<file path="src/design/mvf_pkg.sv">
// Shared types and constants for the multiscale valley finder.
// No dependencies; imported by the controller, datapath and top level.
package mvf_pkg;

    localparam int MAX_SAMPLES = 64;
    localparam int MAX_RESULTS = 32;
    localparam int IDX_W       = $clog2(MAX_SAMPLES);
    localparam int CNT_W       = IDX_W + 1;
    localparam int RES_W       = $clog2(MAX_RESULTS) + 1;
    localparam int GRP_SIZE    = 8;
    localparam int NUM_GRP     = (MAX_SAMPLES + GRP_SIZE - 1) / GRP_SIZE;
    localparam int GRP_W       = $clog2(GRP_SIZE + 1);

    typedef struct packed {
        logic load;     // sample request accepted this cycle
        logic setup;    // prime the shifted sample copies
        logic scan;     // evaluate one scale
        logic match;    // build the qualifying-position vector
        logic emit;     // step the result scan
    } mvf_cmd_t;

    typedef struct packed {
        logic no_scales;    // window too short for any scale
        logic scan_last;    // current scale is the final one
        logic pipe_empty;   // count pipeline drained
        logic emit_finish;  // final result of the window loaded
    } mvf_status_t;

endpackage

</file>
<file path="src/design/mvf_ctrl.sv">
// Sequencing state machine for the valley finder.
// Depends on mvf_pkg for the command and status structs.
module mvf_ctrl
    import mvf_pkg::*;
(
    input  logic        clk,
    input  logic        rst_n,
    input  logic        s_tvalid,
    input  logic        s_tlast,
    output logic        s_tready,
    input  mvf_status_t status,
    output mvf_cmd_t    cmd
);

    typedef enum logic [2:0] {
        ST_LOAD,
        ST_SETUP,
        ST_SCAN,
        ST_DRAIN,
        ST_MATCH,
        ST_EMIT
    } state_t;

    state_t state_reg;
    state_t state_next;

    assign s_tready = (state_reg == ST_LOAD);

    always_comb
    begin
        cmd        = '0;
        state_next = state_reg;
        case (state_reg)
            ST_LOAD:
            begin
                cmd.load = s_tvalid;
                if (s_tvalid && s_tlast)
                    state_next = ST_SETUP;
            end
            ST_SETUP:
            begin
                cmd.setup  = 1'b1;
                state_next = ST_SCAN;
            end
            ST_SCAN:
            begin
                // no_scales comes from the window size registered with the last sample
                if (status.no_scales)
                    state_next = ST_MATCH;
                else
                begin
                    cmd.scan = 1'b1;
                    if (status.scan_last)
                        state_next = ST_DRAIN;
                end
            end
            ST_DRAIN:
            begin
                if (status.pipe_empty)
                    state_next = ST_MATCH;
            end
            ST_MATCH:
            begin
                cmd.match  = 1'b1;
                state_next = ST_EMIT;
            end
            ST_EMIT:
            begin
                cmd.emit = 1'b1;
                if (status.emit_finish)
                    state_next = ST_LOAD;
            end
            default:
            begin
                state_next = ST_LOAD;
            end
        endcase
    end

    always_ff @(posedge clk or negedge rst_n)
    begin
        if (!rst_n)
            state_reg <= ST_LOAD;
        else
            state_reg <= state_next;
    end

endmodule

</file>
<file path="src/design/mvf_datapath.sv">
// Sample lanes, per-scale valley counting pipeline, best-scale tracking
// and result scan. Depends on mvf_pkg; driven by mvf_ctrl commands.
module mvf_datapath
    import mvf_pkg::*;
(
    input  logic              clk,
    input  logic              rst_n,
    input  mvf_cmd_t          cmd,
    output mvf_status_t       status,
    input  logic [7:0]        sample,
    input  logic              last_sample,
    output logic              m_tvalid,
    input  logic              m_tready,
    output logic [IDX_W-1:0]  valley_index,
    output logic              found,
    output logic              last_result
);

    // sample lanes: center, left copy (i-k) and right copy (i+k)
    logic [7:0] center_reg [MAX_SAMPLES];
    logic [7:0] left_reg   [MAX_SAMPLES];
    logic [7:0] right_reg  [MAX_SAMPLES];

    logic [CNT_W-1:0] count_reg;
    logic [CNT_W-1:0] n_reg;
    logic [IDX_W-1:0] k_reg;
    logic [CNT_W-1:0] half;

    // per-lane: still a valley at every scale so far, and how many scales
    logic             alive_reg [MAX_SAMPLES];
    logic [IDX_W-1:0] run_reg   [MAX_SAMPLES];

    logic [MAX_SAMPLES-1:0] valley_vec;

    // counting pipeline
    logic                   st1_valid_reg;
    logic                   st1_first_reg;
    logic [IDX_W-1:0]       st1_k_reg;
    logic [MAX_SAMPLES-1:0] st1_vec_reg;
    logic                   st2_valid_reg;
    logic                   st2_first_reg;
    logic [IDX_W-1:0]       st2_k_reg;
    logic [GRP_W-1:0]       grp_cnt_reg [NUM_GRP];
    logic [GRP_W-1:0]       grp_cnt_next [NUM_GRP];
    logic [CNT_W-1:0]       total;

    logic [IDX_W-1:0] best_scale_reg;
    logic [CNT_W-1:0] best_total_reg;

    // result scan
    logic [MAX_SAMPLES-1:0] match_reg;
    logic [MAX_SAMPLES-1:0] match_next;
    logic [IDX_W-1:0]       idx_reg;
    logic [RES_W-1:0]       emit_cnt_reg;
    logic                   slot_free;
    logic                   emit_empty;
    logic                   emit_hit_last;
    logic                   emit_go;

    logic             out_valid_reg;
    logic [IDX_W-1:0] out_idx_reg;
    logic             out_found_reg;
    logic             out_last_reg;

    assign half = n_reg >> 1;

    // loading
    always_ff @(posedge clk or negedge rst_n)
    begin
        if (!rst_n)
        begin
            count_reg <= '0;
            n_reg     <= '0;
        end
        else if (cmd.load)
        begin
            if (last_sample)
            begin
                count_reg <= '0;
                n_reg     <= (count_reg < CNT_W'(MAX_SAMPLES)) ? count_reg + 1'b1 : count_reg;
            end
            else if (count_reg < CNT_W'(MAX_SAMPLES))
                count_reg <= count_reg + 1'b1;
        end
    end

    always_ff @(posedge clk)
    begin
        if (cmd.load && count_reg < CNT_W'(MAX_SAMPLES))
            center_reg[count_reg[IDX_W-1:0]] <= sample;
    end

    // lane compares for the current scale
    always_comb
    begin
        for (int i = 0; i < MAX_SAMPLES; i++)
        begin
            valley_vec[i] = (CNT_W'(i) >= CNT_W'(k_reg))
                         && ((CNT_W'(i) + CNT_W'(k_reg)) < n_reg)
                         && (center_reg[i] < left_reg[i])
                         && (center_reg[i] < right_reg[i]);
        end
    end

    always_ff @(posedge clk)
    begin
        if (cmd.setup)
        begin
            for (int i = 0; i < MAX_SAMPLES; i++)
            begin
                left_reg[i]  <= (i > 0) ? center_reg[(i > 0) ? i - 1 : 0] : center_reg[i];
                right_reg[i] <= (i < MAX_SAMPLES - 1)
                              ? center_reg[(i < MAX_SAMPLES - 1) ? i + 1 : i] : center_reg[i];
                run_reg[i]   <= '0;
            end
        end
        else if (cmd.scan)
        begin
            for (int i = 0; i < MAX_SAMPLES; i++)
            begin
                left_reg[i]  <= (i > 0) ? left_reg[(i > 0) ? i - 1 : 0] : left_reg[i];
                right_reg[i] <= (i < MAX_SAMPLES - 1)
                              ? right_reg[(i < MAX_SAMPLES - 1) ? i + 1 : i] : right_reg[i];
                if (alive_reg[i] && valley_vec[i])
                    run_reg[i] <= k_reg;
            end
        end
    end

    always_ff @(posedge clk or negedge rst_n)
    begin
        if (!rst_n)
        begin
            for (int i = 0; i < MAX_SAMPLES; i++)
                alive_reg[i] <= 1'b0;
            k_reg <= '0;
        end
        else if (cmd.setup)
        begin
            for (int i = 0; i < MAX_SAMPLES; i++)
                alive_reg[i] <= 1'b1;
            k_reg <= IDX_W'(1);
        end
        else if (cmd.scan)
        begin
            for (int i = 0; i < MAX_SAMPLES; i++)
                if (!valley_vec[i])
                    alive_reg[i] <= 1'b0;
            k_reg <= k_reg + 1'b1;
        end
    end

    // popcount: groups of eight, then the group sum
    always_comb
    begin
        for (int g = 0; g < NUM_GRP; g++)
        begin
            grp_cnt_next[g] = '0;
            for (int j = 0; j < GRP_SIZE; j++)
                if (g * GRP_SIZE + j < MAX_SAMPLES)
                    grp_cnt_next[g] = grp_cnt_next[g]
                                    + GRP_W'(st1_vec_reg[(g * GRP_SIZE + j) % MAX_SAMPLES]);
        end
    end

    always_comb
    begin
        total = '0;
        for (int g = 0; g < NUM_GRP; g++)
            total = total + CNT_W'(grp_cnt_reg[g]);
    end

    always_ff @(posedge clk)
    begin
        st1_vec_reg   <= valley_vec;
        st1_k_reg     <= k_reg;
        st1_first_reg <= (k_reg == IDX_W'(1));
        st2_k_reg     <= st1_k_reg;
        st2_first_reg <= st1_first_reg;
        for (int g = 0; g < NUM_GRP; g++)
            grp_cnt_reg[g] <= grp_cnt_next[g];
    end

    always_ff @(posedge clk or negedge rst_n)
    begin
        if (!rst_n)
        begin
            st1_valid_reg  <= 1'b0;
            st2_valid_reg  <= 1'b0;
            best_scale_reg <= '0;
            best_total_reg <= '0;
        end
        else
        begin
            st1_valid_reg <= cmd.scan;
            st2_valid_reg <= st1_valid_reg;
            if (cmd.setup)
            begin
                best_scale_reg <= '0;
                best_total_reg <= '0;
            end
            else if (st2_valid_reg && (st2_first_reg || total > best_total_reg))
            begin
                // smallest scale wins ties: only a strictly larger total replaces
                best_scale_reg <= st2_k_reg;
                best_total_reg <= total;
            end
        end
    end

    // a position qualifies when it stayed a valley through every scale up to S
    always_comb
    begin
        for (int i = 0; i < MAX_SAMPLES; i++)
            match_next[i] = (best_scale_reg != '0) && (run_reg[i] >= best_scale_reg);
    end

    assign slot_free     = !out_valid_reg || m_tready;
    assign emit_go       = cmd.emit && slot_free;
    assign emit_empty    = (match_reg == '0) && (emit_cnt_reg == '0);
    assign emit_hit_last = ((match_reg >> 1) == '0)
                        || (emit_cnt_reg == RES_W'(MAX_RESULTS - 1));

    always_ff @(posedge clk)
    begin
        if (cmd.match)
        begin
            match_reg <= match_next;
            idx_reg   <= '0;
        end
        else if (emit_go)
        begin
            match_reg <= match_reg >> 1;
            idx_reg   <= idx_reg + 1'b1;
        end
    end

    always_ff @(posedge clk or negedge rst_n)
    begin
        if (!rst_n)
        begin
            emit_cnt_reg  <= '0;
            out_valid_reg <= 1'b0;
        end
        else
        begin
            if (cmd.match)
                emit_cnt_reg <= '0;
            else if (emit_go && match_reg[0])
                emit_cnt_reg <= emit_cnt_reg + 1'b1;

            if (emit_go && (emit_empty || match_reg[0]))
                out_valid_reg <= 1'b1;
            else if (m_tready)
                out_valid_reg <= 1'b0;
        end
    end

    always_ff @(posedge clk)
    begin
        if (emit_go && emit_empty)
        begin
            out_idx_reg   <= '0;
            out_found_reg <= 1'b0;
            out_last_reg  <= 1'b1;
        end
        else if (emit_go && match_reg[0])
        begin
            out_idx_reg   <= idx_reg;
            out_found_reg <= 1'b1;
            out_last_reg  <= emit_hit_last;
        end
    end

    assign m_tvalid     = out_valid_reg;
    assign valley_index = out_idx_reg;
    assign found        = out_found_reg;
    assign last_result  = out_last_reg;

    assign status.no_scales   = (half == '0);
    assign status.scan_last   = (CNT_W'(k_reg) >= half);
    assign status.pipe_empty  = !st1_valid_reg && !st2_valid_reg;
    assign status.emit_finish = emit_go && (emit_empty || (match_reg[0] && emit_hit_last));

    // checks
    a_best_in_range: assert property (@(posedge clk) disable iff (!rst_n)
        cmd.match |-> CNT_W'(best_scale_reg) <= half)
        else $error("best scale beyond half the window");

    a_scale_in_range: assert property (@(posedge clk) disable iff (!rst_n)
        st1_valid_reg |-> (st1_k_reg != '0) && (CNT_W'(st1_k_reg) <= half))
        else $error("scale issued outside 1..n/2");

    a_nofound_is_last: assert property (@(posedge clk) disable iff (!rst_n)
        out_valid_reg && !out_found_reg |-> out_last_reg && (out_idx_reg == '0))
        else $error("no-valley result must be the final one");

    a_result_cap: assert property (@(posedge clk) disable iff (!rst_n)
        emit_cnt_reg <= RES_W'(MAX_RESULTS))
        else $error("result count over limit");

    a_emit_after_drain: assert property (@(posedge clk) disable iff (!rst_n)
        cmd.match |-> status.pipe_empty)
        else $error("match built before counting pipeline drained");

endmodule

</file>
<file path="src/design/multiscale_valley_finder_unit.sv">
// Order: the samples load, setup primes the shifted copies, one scale pass runs per
// scale 1..n/2 (none when n < 2), the count pipeline drains, match builds the vector,
// then the result scan steps through window positions up to the last hit or the 32nd
// result, each step held while the output register waits on m_tready. Throughput:
// one window at a time; all lanes compare in parallel, one scale per cycle. Reset (rst_n,
// async, low) empties the window and returns to sample loading; samples are not cleared.
module multiscale_valley_finder_unit
    import mvf_pkg::*;
(
    input  logic       clk,
    input  logic       rst_n,
    input  logic       s_tvalid,
    output logic       s_tready,
    input  logic [7:0] s_tdata,   // [7:0] sample
    input  logic       s_tlast,   // last_sample
    output logic       m_tvalid,
    input  logic       m_tready,
    output logic [7:0] m_tdata,   // [5:0] valley_index, [6] found, [7] zero
    output logic       m_tlast    // last_result
);

    mvf_cmd_t         cmd;
    mvf_status_t      status;
    logic [IDX_W-1:0] valley_index;
    logic             found;

    mvf_ctrl u_ctrl (
        .clk      (clk),
        .rst_n    (rst_n),
        .s_tvalid (s_tvalid),
        .s_tlast  (s_tlast),
        .s_tready (s_tready),
        .status   (status),
        .cmd      (cmd)
    );

    mvf_datapath u_datapath (
        .clk          (clk),
        .rst_n        (rst_n),
        .cmd          (cmd),
        .status       (status),
        .sample       (s_tdata),
        .last_sample  (s_tlast),
        .m_tvalid     (m_tvalid),
        .m_tready     (m_tready),
        .valley_index (valley_index),
        .found        (found),
        .last_result  (m_tlast)
    );

    assign m_tdata = {1'b0, found, valley_index};

endmodule
</file>
<file path="config.mk">
export PLATFORM = sky130hd
export DESIGN_NAME = multiscale_valley_finder_unit
export DESIGN_NICKNAME = d
export VERILOG_FILES = /design/src/design/mvf_pkg.sv /design/src/design/mvf_ctrl.sv /design/src/design/mvf_datapath.sv /design/src/design/multiscale_valley_finder_unit.sv
export SDC_FILE = /design/constraint.sdc
export NUM_CORES = 2
export LEC_CHECK = 0
export BUFFER_PORTS_ARGS = -buffer_cell sky130_fd_sc_hd__buf_2
export CORE_MARGIN = 3
export CORE_UTILIZATION = 60
export CTS_BUF_LIST = sky130_fd_sc_hd__clkbuf_8
export CTS_CLUSTER_DIAMETER = 100
export CTS_CLUSTER_SIZE = 40
export DETAILED_ROUTE_END_ITERATION = 6
export PLACE_DENSITY = 0.79
export SKIP_CTS_REPAIR_TIMING = 1
export SLEW_MARGIN = 5
export SYNTH_ARGS = -nofsm -noshare
export SYNTH_HDL_FRONTEND = slang
export SYNTH_SLANG_ARGS = --single-unit
</file>
<file path="constraint.sdc">
create_clock -name clk -period 24.1 [get_ports clk]
set_input_delay 1.205 -clock clk [delete_from_list [all_inputs] [get_ports clk]]
set_output_delay 1.205 -clock clk [all_outputs]
set_load 0.01 [all_outputs]
</file>
==> results.md <==
* Switching share of power at 44.8%
* Wire length per cell at 26.7 um
* Asr flop ratio synth at 4.93%
* Element type at the critical path end: flip-flop
* Synth Area in Compound Gates at 11.7%
* Class of the most critical setup path: reg2reg
* Longest Clk Path Bufs at 3
* Pwr/cell area at roughly 140 nW/um^2
* Synth Area in Simple Gates at under 10%
* Top cell types by occurrence after synthesis: edfxtp_1 (1,976), ha_1 (1,544), inv_1 (1,222), nand2_1 (1,210), o21ai_0 (1,174)
* Lkg Pwr at approximately 51 nW
* CTS tree: yes
* Fraction of layout cells with a size suffix above 1 at 3.48%
* Via density per instance at 6.40
* Gpl congestion at 1.03
* Final Cell Area at 122,000 um^2
* VDD IR max at 0.190 mV
* Power Internal at 9.23 mW
* Comb power frac at 49.6%
* Drc violations at 3
* NetSw at 7.48 mW
* Failing checks: design-rule violations
* Post-Synth Adder-Cell Area at 17.4%
* Final nets at 11,776
* Maximum clock rate at 147 MHz
* Worst EP required at 24,970 ps
* First-pass GRT wire length at 501 mm
* Final Util at 63.1%
* Worst Reg-to-Reg Cells at 22
* Top FF cell, synth: edfxtp_1
* Largest family of logic cells by synthesized area: adder cells
* Post-synthesis mux area share at 0.0268%
* Pre-antenna DRT Iters at 7
* Mapped Area at between 100,000 and 150,000 um^2
* Library cells used by synthesis at approximately 90
* Top cells by area, synth: edfxtp_1 (51%), ha_1 (17%), o21ai_0 (5.0%)
* Hold Fails Final Rpt at 0
* Maximum number of pins on one net before global-route repair at 192
* Root Driver: clkbuf_8
* Most frequent cell after synthesis: edfxtp_1
* Clock Power Share at under 10%
* Cell repeated most along the worst path: fa_1
* Die Span Y at 447 um
* Tmin final at 6820 ps
* GRT overflow at 0
* DR vias at 81,628
* Vias in the first global route at 79,331
* Least-Margin Pin Slew at 1370 ps
* Placed cell areas at around 120,000 um^2
* Post-synth EDFFs at between 1,500 and 2,000
* Die footprint at around 200,000 um^2
* Synthesized instance count at 10,259
* Clk slew on worst S/H paths at 220 ps
* Synth Area in XOR/XNOR at less than 1%
* Synth Register Bits at 2,209
* Syn-to-layout area delta at 4.20%
* Initial Util at just over 60%
* Port buffer count at 22
* Detail Route Antenna Nets at 0
* Die X at 447 um
* Cell-by-cell trace of the critical path: ha_1 > fa_1 > xor2_1 > fa_1 > inv_1 > fa_1 > fa_1 > fa_1 > inv_1 > ha_1 > a21o_1 > a21oi_1 > o21bai_1 > a21oi_1 > xnor2_1 > ha_1 > nand3_1 > nor3_1 > a21o_1 > o311ai_0 > a21oi_1 > a22o_1
* Register area share after synthesis at 55.3%
* Io pins at 24
* H-tree depth at 3
* Routed Wire Length at 341 mm
* Max_cap viols at 0
* Core Region at 193,000 um^2
* Status: finished, violations left
* TritonCTS Buffers at 77
* Period utilization at 28.3%
* Setup TNS at 0 ps
* Row cnt at about 160
* Avg Cell Area, Syn at between 10 and 15 um^2
* DP Wirelength at between 200 and 250 mm
* Clock latency on the worst-skew pair at 1010 ps
* CP max stage cell: a21oi_1
* Min-delay worst type: in2async
* Startpoint types: flip-flop
* All-layer global routing usage at 33.9%
* Final Max Slew Viols at 0
* Post-synth top area cell: edfxtp_1
* Starting DRT DRC Count at 10,665
* YS warnings at 0
* Setup Skew at 94.2 ps
* Slowest stage delay, CP at 940 ps
* Crit path DAT at roughly 7700 ps
* Clock Sinks at 2,209
* Initial antenna violation count at 31
* Yosys top cell area share at between 50 and 60%
* CP Max Fanout at 13
* Share of power burned in registers at between 40% and 50%
* Final setup viols at 0
* Slew HR at under 10%
* RSZ-0062 raised after global routing: no
-- critical path: cells and delay by family, from the launching register on --
kind / cells / cell delay, ps
AOI/OAI and AO/OA: 8 / 2150
xor gates and xnor gates: 2 / 320
adders and majority gates: 8 / 3410
buffers and inverters: 2 / 120
DFF: 1 / 350
and+or+nand+nor: 2 / 360
-- placed cells by master, fill, tap and decap left out, types with 46 or more instances in the layout --
master       n
edfxtp_1  1976
ha_1      1544
inv_1     1226
nand2_1   1206
o21ai_0   1172
a21oi_1    458
nor2_1     390
nand3_1    196
nand4_1    156
nand2b_1   136
dfxtp_1    124
buf_4      116
a21o_1     112
dfrtp_1    107
nor3_1      96
clkbuf_8    85
o31ai_1     80
and3_1      79
xnor2_1     65
nor3b_1     53
fa_1        51
o21bai_1    46
-- cell families (layout without fill, tap and decap cells) --
| kind of cell | count (synthesis) | in the layout |
|---|---|---|
| compound gates | 2316 | 2316 |
| xor+xnor | 79 | 79 |
| fa+ha+maj | 1595 | 1595 |
| buf+inv | 1533 | 1496 |
| flops | 2209 | 2209 |
| mux | 3 | 3 |
| other cells | 1 | 16 |
| simple gates | 2523 | 2523 |
-- worst paths after layout --
check,startpoint,end,slack (ps)
max,u_datapath.grp_cnt_reg[0][0],u_datapath.best_total_reg[2],17280
min,rst_n,u_datapath.alive_reg[63],200
max reg2reg,u_datapath.grp_cnt_reg[0][0],u_datapath.best_total_reg[2],17280
min reg2reg,u_datapath.st1_k_reg[4],u_datapath.st2_k_reg[4],350
max in group asynchronous,rst_n,u_datapath.k_reg[4],22180
min in group clk,u_datapath.st1_k_reg[4],u_datapath.st2_k_reg[4],350
-- metrics by stage --
step	setup slack (ps)	power [mW]	instances	hold slack, ps
after floorplan	8520	12.7	10260	310
after global placement	17360	14.7	12615	317
after detailed placement	17430	15.0	12615	315
after CTS	17300	16.6	12749	151
after global routing	16960	17.8	12754	184
final	17280	16.7	12763	204
-- power by group through the flow --
stage | logic (mW) | registers (mW) | clock network, mW
after floorplan | 5.19 | 7.47 | 0
after global placement | 7.81 | 6.87 | 0
after detailed placement | 8.11 | 6.89 | 0
after CTS | 8.16 | 6.81 | 1.61
after global routing | 9.13 | 6.93 | 1.72
final | 8.29 | 6.82 | 1.60
-- final cells by class --
| class | count | area, um^2 |
|---|---|---|
| sequential | 2209 | 64500 |
| multi-input combinational | 6518 | 46500 |
| inverter | 1226 | 4610 |
| clock buffer | 85 | 1170 |
| clock inverter | 49 | 652 |
| fill | 14822 | 71300 |
| antenna | 14 | 35.0 |
| tap | 2526 | 3160 |
| timing repair buffer | 136 | 1020 |
-- layer usage --
metal  GRT usage, %  up-vias  part of all wire [%]
li1               -    36787                     -
met1           46.5    39989                    39
met3           5.51      697                    10
met5              0        -                 0.042
met2           53.0     4133                    45
met4           15.7       22                   5.4
(Power assumes the default switching activity.)
